--- src/rtl/core/wdm_pkg.sv ---
package wdm_pkg;

    localparam int FIELD_W          = 32;
    localparam int DEF_MAX_SAMPLES  = 128;
    localparam int DEF_COORD_BITS   = 32;
    localparam int LANES            = 3;

    typedef struct packed {
        logic signed [FIELD_W-1:0] sample_x;
        logic signed [FIELD_W-1:0] sample_y;
        logic signed [FIELD_W-1:0] sample_z;
        logic                      sample_valid;
        logic                      last_sample;
    } t_sample;

    typedef struct packed {
        logic signed [FIELD_W-1:0] median_x;
        logic signed [FIELD_W-1:0] median_y;
        logic signed [FIELD_W-1:0] median_z;
        logic                      found;
    } t_result;

    typedef enum logic [2:0] {
        ST_LOAD,
        ST_SETUP,
        ST_SCAN,
        ST_DRAIN,
        ST_DECIDE,
        ST_EMIT
    } t_state;

    // controller -> datapath
    typedef struct packed {
        logic take;     // input beat accepted
        logic setup;    // start selection
        logic scan;     // issue one store read
        logic decide;   // settle one key bit
        logic emit;     // load result register, empty the store
    } t_cmd;

    // datapath -> controller
    typedef struct packed {
        logic count_zero;
        logic scan_last;
        logic bit_zero;
        logic out_free;
    } t_stat;

endpackage

--- src/rtl/core/wdm_ctrl.sv ---
module wdm_ctrl (
    input  logic          i_clk,
    input  logic          i_rst_n,
    input  logic          i_in_valid,
    input  logic          i_in_last,
    output logic          o_in_ready,
    input  wdm_pkg::t_stat i_stat,
    output wdm_pkg::t_cmd  o_cmd
);

    wdm_pkg::t_state r_state;
    wdm_pkg::t_state n_state;

    always_ff @(posedge i_clk) begin
        if (!i_rst_n) begin
            r_state <= wdm_pkg::ST_LOAD;
        end else begin
            r_state <= n_state;
        end
    end

    always_comb begin
        n_state = r_state;
        case (r_state)
            wdm_pkg::ST_LOAD: begin
                if (i_in_valid && i_in_last) n_state = wdm_pkg::ST_SETUP;
            end
            wdm_pkg::ST_SETUP: begin
                n_state = i_stat.count_zero ? wdm_pkg::ST_EMIT : wdm_pkg::ST_SCAN;
            end
            wdm_pkg::ST_SCAN: begin
                if (i_stat.scan_last) n_state = wdm_pkg::ST_DRAIN;
            end
            wdm_pkg::ST_DRAIN: begin
                n_state = wdm_pkg::ST_DECIDE;
            end
            wdm_pkg::ST_DECIDE: begin
                n_state = i_stat.bit_zero ? wdm_pkg::ST_EMIT : wdm_pkg::ST_SCAN;
            end
            wdm_pkg::ST_EMIT: begin
                if (i_stat.out_free) n_state = wdm_pkg::ST_LOAD;
            end
            default: begin
                n_state = wdm_pkg::ST_LOAD;
            end
        endcase
    end

    always_comb begin
        o_in_ready = 1'b0;
        o_cmd      = '0;
        case (r_state)
            wdm_pkg::ST_LOAD: begin
                o_in_ready = 1'b1;
                o_cmd.take = i_in_valid;
            end
            wdm_pkg::ST_SETUP:  o_cmd.setup  = 1'b1;
            wdm_pkg::ST_SCAN:   o_cmd.scan   = 1'b1;
            wdm_pkg::ST_DRAIN: begin
            end
            wdm_pkg::ST_DECIDE: o_cmd.decide = 1'b1;
            wdm_pkg::ST_EMIT:   o_cmd.emit   = i_stat.out_free;
            default: begin
            end
        endcase
    end

endmodule

--- config.mk ---
export PLATFORM = sky130hd
export DESIGN_NAME = wdm_ctrl
export DESIGN_NICKNAME = d
export VERILOG_FILES = /design/src/rtl/core/wdm_pkg.sv /design/src/rtl/core/wdm_ctrl.sv
export SDC_FILE = /design/constraint.sdc
export NUM_CORES = 1
export LEC_CHECK = 0
export BUFFER_PORTS_ARGS = -buffer_cell sky130_fd_sc_hd__clkbuf_2
export CELL_PAD_IN_SITES_DETAIL_PLACEMENT = 1
export CELL_PAD_IN_SITES_GLOBAL_PLACEMENT = 1
export CORE_AREA = 3 3 40 42
export CTS_BUF_LIST = sky130_fd_sc_hd__clkbuf_16
export DETAILED_ROUTE_END_ITERATION = 16
export DIE_AREA = 0 0 43 45
export PLACE_DENSITY = 0.53
export SYNTH_ARGS = -nofsm -noshare
export SYNTH_HDL_FRONTEND = slang
export SYNTH_SLANG_ARGS = --single-unit
--- constraint.sdc ---
create_clock -name i_clk -period 1.2 [get_ports i_clk]
set_clock_uncertainty 0.2 [all_clocks]
set_input_delay 0.24 -clock i_clk [delete_from_list [all_inputs] [get_ports i_clk]]
set_output_delay 0.24 -clock i_clk [all_outputs]
set_load 0.05 [all_outputs]
# Word level (Yosys, flattened, before mapping)
# Cells that the tools add are included.
# op_classes
n_eq_ne	8
mux	12
n_reduce_logical	3
# op_table
operator	n
$pmux W3 S6	1
$mux W3	5
$eq A3 B2 Y1 const B	2
$eq A3 B3 Y1 const B	2
$mux W1	6
$ne A2 B2 Y1 const B	3
$eq A3 B1 Y1 const B	1
$logic_not A3 Y1	1
$reduce_and A3 Y1	1
$logic_and A1 B1 Y1	1
# word_totals
register_bits	3
out_inout_bits	6

# Logic depth before layout (Yosys ltp)
# Gate-level depths: netlist of the first run.
# depth
word_depth	3
mapped_depth	4
mapped_depth_nobuf	3

# Worst setup path after synthesis of the first run
# OpenSTA, ideal clock, no wires.
# synth_path
path_kind	register to output
startpoint	register r_state[0]
endpoint	output o_cmd[4] (netlist bit)
arrival_time_ns	2.136
t_required_ns	0.760
path_slack_ns	-1.376
stages_incl_launch_ff	4
path_buffers	1
cell_sequence	dfxtp_1 buf_4 nor3_1 and2_1
# synth_lines
element	line	source
start: declaration	wdm_ctrl.sv:11	wdm_pkg::t_state r_state;
start signal: assignment	wdm_ctrl.sv:16	r_state <= wdm_pkg::ST_LOAD;
start signal: assignment	wdm_ctrl.sv:18	r_state <= n_state;
end: declaration	wdm_ctrl.sv:8	output wdm_pkg::t_cmd o_cmd

==> flow_summary_export.csv, run 1 <==
group,metric,value,unit
floorplan,die_area,1935,um2
route,drc_errors,0,
route,routed_wl,1001,um
critical_path,reg2reg_slack,-200,ps
yosys,syn_avg_cell_area,7.654,um2
sta,rsz0062_at_grt,"yes",
critical_path,cp_top_family,"simple AND/OR/NAND/NOR gates",
sta,hold_violations,0,
sta,fmax,0.6395,GHz
route,drt-met1-wl,406,um
sta,tns,-2390,ps
grt,grt_pass1_vias,407,
placement,placed_cells,70,
pwr,total_power,0.001267,W
critical_path,cp-end-kind,"output port",
cts,cts.sinks,3,
sta,worst_slack,-363.8,ps
critical_path,critPathLaunchType,"flop",
placement,dpl.hpwl,738.5,um
floorplan,core_area,1285,um2
yosys,ys_seq_elements,3,
pwr,p_per_area,1851,nW/um2
critical_path,cp_num_buf_inv,1,
finish,drive_above_1_share,76.19,%
finish,area_delta_synth_final,163.0,%
worst_hold_path,min_path_type,"input port to flop",
pwr,leakage,0.3003,nW
floorplan,ioPinCount,14,
finish,layout_commonest_cell,"buf_4",
critical_path,crit_path_max_incr_delay,350,ps
finish,antenna_cells,0,
cts,clk_pin_slew,30,ps
route,vias,356,
sta,holdWs,53.17,ps
yosys,ys_seq_area_share,23.08,%
flow_run,cap_viol_max_count,0,
finish,layout_common_cells,"13 x buf_4, 7 x clkbuf_2, 4 x clkbuf_16, 4 x buf_12",
finish,nets,72,
finish,largest_reg_flops,3,
grt,grt_usage,12.16,%
sta,max_slew_margin,85.26,%
sta,period_needed,1564,ps
cts,h-tree-depth,1,
floorplan,initial_utilization,20.25,%
cts,cts_made_buffers,3,
critical_path,arrival,1120,ps
cts,clk_latency,220,ps
placement,port_buffers,13,
finish,final_util,53.26,%
route,met3WireLength,46,um
sta,worstMarginPinSlew,220.9,ps
critical_path,path_cells,"nor3_4 > and2_4 > clkbuf_16",
outcome,status,"finished with violations",
route,antenna_left,0,
floorplan,fp.dieH,45,um
yosys,yosys_warnings,0,
grt,grt_max_degree,9,
pwr,ir_worst_vdd,0.9527,mV
cts,cts_tree,"yes",
route,route.top_layer_used,"met3",
route,first_pass_iters,2,
grt,antenna_found_initial,0,
worst_hold_path,hp-start,"i_rst_n",
critical_path,worstPathRequired,760,ps
grt,grt_pass1_wl,1766,um
finish,finalNonFillerCells,78,
route,met2WireLength,548,um
yosys,yosysUniqueCellTypes,23,
route,routed_via_density,4.564,
critical_path,startpoint,"r_state[1]$_SDFFE_PN0P_",
placement,place.gp.congestion,0.8430,
floorplan,die_x,43,um
critical_path,worstSetupPathType,"flop to output port",
yosys,syn_inst,34,
critical_path,r2r_start,"r_state[1]$_SDFFE_PN0P_",
sta,finalCritPeriodShare,130.3,%
finish,reg.largest.list,"r_state x3",
finish,top_register,"r_state",
outcome,violations,"setup timing",
yosys,syn-num-nets,42,
critical_path,cpMaxStageDelayCell,"dfxtp_4",
yosys,syn_area,260.3,um2
sta,maxSlewViolCount,0,
cts,cts_root_buffer,"clkbuf_16",
sta,finalSetupViolCount,9,
floorplan,row_count,13,
cts,cts_max_path_buffers,2,
grt,overflow,0,
critical_path,crit_path_max_fanout,5,
route,routedWlPerCell,12.83,um
route,drt_iter0_markers,1,
==> metrics by stage <==
stage / instance area (um2) / worst slack (ps)
final: 684.4 / -363.8
after floorplan: 311.5 / -483.6
after detailed placement: 504.2 / -318.1
after CTS: 680.7 / -378.2
after global placement: 504.2 / -268.5
after global routing: 684.4 / -401.7
==> kinds of logic after synthesis <==
kind of cell	synth area share (%)
and+or+nand+nor	31.25
AOI/OAI and AO/OA	31.25
buffers and inverters	14.42
DFF	23.08
==> per-layer routing <==
| metal | vias to the layer above | track usage, % |
|---|---|---|
| li1 | 179 | - |
| met1 | 169 | 13.49 |
| met2 | 8 | 23.95 |
| met3 | 0 | 2.789 |
| met4 | 0 | 1.807 |
| met5 | - | 0 |
==> timing repair <==
item / in CTS / in global routing
setup endpoints to repair: 9 / 9
resized for setup: 21 / 2
pin swaps: 6 / 3
hold buffers: 0 / 0
endpoints found under the hold margin: 0 / 0
setup buffers: 4 / 0
==> final cells by class <==
cell class,instances,area [um2]
Clock buffer,3,75.07
Clock inverter,1,3.754
Fill cell,151,600.6
Inverter,3,16.27
Multi-Input combinational cell,25,224.0
Sequential cell,3,71.32
Tap cell,15,18.77
Timing Repair Buffer,28,275.3
==> path summary, 6_finish.rpt <==
kind	end	cells past startpoint
worst max-delay path	o_cmd[4]	3
worst min-delay path	r_state[1]$_SDFFE_PN0P_	2
worst max register to register	r_state[1]$_SDFFE_PN0P_	5
worst min register to register	r_state[1]$_SDFFE_PN0P_	2
==> power breakdown <==
group	total, W	switching [W]	leakage (nW)	internal (W)
registers	0.000161	0.0000399	0.0267	0.000121
logic	0.000591	0.000272	0.231	0.000319
clock network	0.000514	0.0000851	0.0423	0.000429
total	0.00127	0.000397	0.300	0.000869
==> synth_stat cells, drive strengths merged <==
cell type  count  share of area, %
a211o          1               3.8
a21boi         1               2.9
a21oi          2               3.8
a221oi         1               3.4
a31oi          1               2.4
and2           1               2.4
and2b          1               3.4
and4bb         1               4.8
buf            3                10
dfxtp          3                23
inv            3               4.3
nand2          2               2.9
nor2           3               4.3
nor2b          1               2.4
nor3           1               1.9
nor3b          1               2.9
o2111ai        1               3.4
o211ai         1               2.9
o21a           1               2.9
o21ai          3               5.8
or2b           1               2.9
or3b           1               3.4
Note: power is estimated with default switching activity, not from simulation.
==> run 2, diff against run 1 <==
--- a/config.mk
+++ b/config.mk
@@ -12,6 +12,7 @@
 export CTS_BUF_LIST = sky130_fd_sc_hd__clkbuf_16
 export DETAILED_ROUTE_END_ITERATION = 16
 export DIE_AREA = 0 0 43 45
+export MAX_ROUTING_LAYER = met4
 export PLACE_DENSITY = 0.53
 export SYNTH_ARGS = -nofsm -noshare
 export SYNTH_HDL_FRONTEND = slang
==> flow_summary_export.csv, run 2 (synthesis results as in run 1) <==
group,metric,value,unit
route,drt_iter0_markers,2,
placement,dpl.hpwl,738.5,um
floorplan,ioPinCount,14,
route,routed_via_density,4.551,
critical_path,path_cells,"nor3_4 > and2_4 > clkbuf_16",
route,drt-met1-wl,395,um
cts,clk_latency,220,ps
pwr,p_per_area,1850,nW/um2
finish,layout_common_cells,"13 x buf_4, 7 x clkbuf_2, 4 x clkbuf_16, 4 x buf_12",
floorplan,initial_utilization,20.25,%
route,antenna_left,0,
placement,place.gp.congestion,0.8562,
pwr,ir_worst_vdd,0.9503,mV
finish,drive_above_1_share,76.19,%
floorplan,die_x,43,um
finish,largest_reg_flops,3,
sta,maxSlewViolCount,0,
route,met2WireLength,560,um
placement,port_buffers,13,
finish,nets,72,
sta,period_needed,1564,ps
route,routed_wl,995,um
finish,multi_input_area,224.0,um2
sta,rsz0062_at_grt,"yes",
floorplan,row_count,13,
finish,area_delta_synth_final,163.0,%
sta,hold_violations,0,
cts,cts_max_path_buffers,2,
sta,holdWs,53.32,ps
critical_path,crit_path_max_incr_delay,350,ps
floorplan,fp.dieH,45,um
route,routedWlPerCell,12.76,um
cts,cts_tree,"yes",
critical_path,reg2reg_slack,-200,ps
finish,final-seq-area,71.32,um2
critical_path,critPathLaunchType,"flop",
grt,grt_pass1_wl,1759,um
sta,worst_slack,-363.8,ps
sta,finalCritPeriodShare,130.3,%
finish,reg.largest.list,"r_state x3",
worst_hold_path,hp-start,"i_rst_n",
grt,grt_max_degree,9,
cts,cts_root_buffer,"clkbuf_16",
pwr,total_power,0.001266,W
pwr,leakage,0.3003,nW
finish,layout_commonest_cell,"buf_4",
sta,finalSetupViolCount,9,
floorplan,core_area,1285,um2
flow_run,cap_viol_max_count,0,
critical_path,cpMaxStageDelayCell,"dfxtp_4",
route,met3WireLength,39,um
route,route.top_layer_used,"met3",
grt,grt_pass1_vias,409,
grt,antenna_found_initial,0,
finish,antenna_cells,0,
route,first_pass_iters,2,
grt,grt_usage,12.44,%
cts,cts.sinks,3,
route,drc_errors,0,
outcome,status,"finished with violations",
critical_path,worstSetupPathType,"flop to output port",
sta,fmax,0.6395,GHz
cts,h-tree-depth,1,
sta,tns,-2391,ps
worst_hold_path,hold_end,"r_state[1]$_SDFFE_PN0P_",
finish,fillers,151,
cts,clk_pin_slew,30,ps
worst_hold_path,hold_depth,2,
sta,max_slew_margin,85.26,%
critical_path,arrival,1120,ps
route,vias,355,
finish,top_register,"r_state",
grt,overflow,0,
cts,cts_made_buffers,3,
sta,worstMarginPinSlew,220.9,ps
worst_hold_path,min_path_type,"input port to flop",
cts,cts.hold.buffers_added,0,
outcome,violations,"setup timing",
critical_path,reg2regPathDepth,5,
critical_path,r2r_start,"r_state[1]$_SDFFE_PN0P_",
critical_path,cp-end-kind,"output port",
critical_path,worst_r2r_endpoint,"r_state[1]$_SDFFE_PN0P_",
critical_path,worstPathRequired,760,ps
critical_path,crit_path_max_fanout,5,
floorplan,die_area,1935,um2
## run 2: cell counts in the layout (fill, tap and decap cells not counted)
Identical to the previous run, type by type.
## run 2: area by class of cell
cell class,count,area share (%)
inverters,3,2.377
repair buffers,28,40.22
clock inverters,1,0.5484
flip-flops and latches,3,10.42
clock buffers,3,10.97
well taps,15,2.742
multi-input cells,25,32.72
## run 2: metal layers
layer	up-vias	track usage (%)
met3	0	2.390
met2	8	24.55
li1	179	-
met4	0	1.807
met5	-	-
met1	168	13.01
## run 2: how the worst max path moves through the flow
stage                          end               startpoint  cells past startpoint  slack [ps]
final                     o_cmd[4]  r_state[1]$_SDFFE_PN0P_                      3        -360
after global routing      o_cmd[4]  r_state[1]$_SDFFE_PN0P_                      3        -400
after CTS                 o_cmd[2]  r_state[1]$_SDFFE_PN0P_                      3        -380
after detailed placement  o_cmd[2]  r_state[1]$_SDFFE_PN0P_                      3        -320
after global placement    o_cmd[2]  r_state[1]$_SDFFE_PN0P_                      3        -270
after floorplan           o_cmd[4]  r_state[1]$_SDFFE_PN0P_                      3        -480
## run 2: stage by stage
step / std cells / util, % / instance area (um2) / setup WS (ps)
3_3_place_gp: 70 / 39.24 / 504.2 / -268.5
3_5_place_dp: 70 / 39.24 / 504.2 / -318.1
6_report: 78 / 53.26 / 684.4 / -363.8
2_1_floorplan: 34 / - / 311.5 / -483.6
4_1_cts: 78 / 52.97 / 680.7 / -378.2
5_1_grt: 78 / 53.26 / 684.4 / -401.7
## run 2: worst max-delay path: cells and delay by family (launching register included)
kind | cells | cell delay [ps]
buffers and inverters | 1 | 150
flip-flops | 1 | 350
AND/OR/NAND/NOR | 2 | 400
## run 2: power breakdown
group / total [W] / internal (W) / switching [W]
Sequential: 0.000160 / 0.000121 / 0.0000392
Clock: 0.000514 / 0.000429 / 0.0000851
Combinational: 0.000591 / 0.000319 / 0.000272
Total: 0.00127 / 0.000869 / 0.000397
## run 2: timing repair
item	CTS	global route
endpoints found under the hold margin	0	0
resized for setup	21	2
pin swaps	6	3
setup endpoints to repair	9	9
setup buffers	4	0
==> run 3, diff against run 2 <==
--- a/config.mk
+++ b/config.mk
@@ -14,6 +14,7 @@
 export DIE_AREA = 0 0 43 45
 export MAX_ROUTING_LAYER = met4
 export PLACE_DENSITY = 0.53
+export SETUP_SLACK_MARGIN = 0.4
 export SYNTH_ARGS = -nofsm -noshare
 export SYNTH_HDL_FRONTEND = slang
 export SYNTH_SLANG_ARGS = --single-unit
==> flow_summary_export.csv, run 3 (synthesis results as in run 1) <==
group,metric,value,unit
outcome,status,"finished with violations",
outcome,violations,"setup timing",
pwr,comb_power_share,48.9,%
cts,clk_latency,220,ps
grt,grt_pass1_vias,401,
finish,largest_reg_flops,3,
finish,layout_commonest_cell,"buf_6",
cts,cts_root_buffer,"clkbuf_16",
grt,antenna_found_initial,0,
route,antenna_left,0,
sta,tns,-2528,ps
sta,maxSlewViolCount,0,
cts,h-tree-depth,1,
route,drc_errors,0,
sta,worst_slack,-380.9,ps
route,vias,364,
finish,final-seq-area,71.32,um2
floorplan,core_area,1285,um2
floorplan,ioPinCount,14,
critical_path,arrival,1140,ps
placement,place.gp.congestion,0.8456,
critical_path,crit_path_max_fanout,5,
pwr,p_int,0.0009106,W
critical_path,worstSetupPathType,"flop to output port",
critical_path,worstPathRequired,760,ps
grt,grt_max_degree,7,
pwr,ir_worst_vdd,0.6886,mV
placement,port_buffers,13,
cts,cts.sinks,3,
critical_path,critPathLaunchType,"flop",
floorplan,die_area,1935,um2
worst_hold_path,hold_depth,2,
floorplan,initial_utilization,20.25,%
pwr,sw_frac_of_total,31.77,%
pwr,leakage,0.3170,nW
sta,worstMarginPinSlew,224.8,ps
sta,rsz0062_at_grt,"yes",
finish,top_register,"r_state",
route,drt_iter0_markers,0,
floorplan,die_x,43,um
pwr,switchingPower,0.0004241,W
finish,nets,72,
finish,fillers,138,
finish,drive_above_1_share,77.78,%
sta,finalCritPeriodShare,131.7,%
sta,max_slew_margin,85.01,%
flow_run,cap_viol_max_count,0,
route,routed_via_density,4.667,
finish,reg.largest.list,"r_state x3",
pwr,p_clk_share,39.1,%
cts,cts.hold.buffers_added,0,
cts,cts_made_buffers,3,
sta,hold_violations,0,
cts,cts_tree,"yes",
finish,multi_input_area,237.7,um2
sta,finalSetupViolCount,8,
route,routed_wl,1149,um
grt,grt_pass1_wl,1876,um
sta,period_needed,1581,ps
route,first_pass_iters,1,
cts,cts_max_path_buffers,2,
finish,antenna_cells,0,
critical_path,cp-end-kind,"output port",
cts,clk_pin_slew,30,ps
grt,grt_usage,13.64,%
worst_hold_path,min_path_type,"input port to flop",
route,routedWlPerCell,14.73,um
floorplan,fp.dieH,45,um
pwr,p_seq_share,12.0,%
sta,fmax,0.6326,GHz
finish,area_delta_synth_final,180.8,%
grt,overflow,0,
critical_path,reg2regPathDepth,5,
pwr,p_per_area,1827,nW/um2
finish,design_area,730.7,um2
placement,placed_area,523.0,um2
floorplan,row_count,13,
finish,layout_common_cells,"8 x buf_6, 7 x clkbuf_2, 6 x buf_4, 5 x buf_12, 4 x clkbuf_16",
run 3: critical path, stage by stage, from the launching register on:
cell and delay, ps:
dfxtp_4 370, or2b_1 290, nor2_4 110, buf_8 150
run 3: routing by layer:
metal | track usage, % | part of all wire [%]
met5 | - | 0
met4 | 5.422 | 1.7
met3 | 2.390 | 3.0
met2 | 26.05 | 57
met1 | 13.73 | 39
run 3: through the flow:
step | hold WS [ps] | utilization, % | std cells | setup slack (ps) | power (W)
final | 63.51 | 56.86 | 78 | -380.9 | 0.001335
after global routing | 69.24 | 56.86 | 78 | -414.3 | 0.001396
after CTS | 54.88 | 53.36 | 75 | -378.0 | 0.001295
after detailed placement | 292.0 | 40.70 | 69 | -302.9 | 0.0006791
after global placement | 295.0 | 40.70 | 69 | -269.3 | 0.0006700
after floorplan | 157.5 | - | 34 | -483.6 | 0.0004576
run 3: final timing paths:
check | startpoint | endpoint | slack (ps)
worst max-delay path | r_state[1]$_SDFFE_PN0P_ | o_cmd[2] | -380
worst min-delay path | i_rst_n | r_state[1]$_SDFFE_PN0P_ | 60
worst max register to register | r_state[1]$_SDFFE_PN0P_ | r_state[0]$_SDFFE_PN0P_ | -260
worst min register to register | r_state[0]$_SDFFE_PN0P_ | r_state[1]$_SDFFE_PN0P_ | 450
run 3: repair_timing:
| item | 4_1_cts | 5_1_grt |
|---|---|---|
| pin swaps | 6 | 5 |
| endpoints found under the setup margin | 9 | 9 |
| resized for setup | 19 | 7 |
| setup buffers | 2 | 3 |
run 3: power groups by stage:
| stage | clock [W] | combinational, W | sequential [W] |
|---|---|---|---|
| after floorplan | 0 | 0.000331 | 0.000127 |
| after global placement | 0 | 0.000517 | 0.000153 |
| after detailed placement | 0 | 0.000525 | 0.000155 |
| after CTS | 0.000527 | 0.000611 | 0.000157 |
| final | 0.000522 | 0.000653 | 0.000160 |
| after global routing | 0.000541 | 0.000691 | 0.000164 |
run 3: layout make-up:
class                      instances  share of cell area, %
inverter                           3                  1.884
clock buffer                       3                  10.27
clock inverter                     1                 0.5137
multi-input combinational         25                  32.53
sequential                         3                  9.760
timing repair buffer              28                  42.47
tap                               15                  2.568
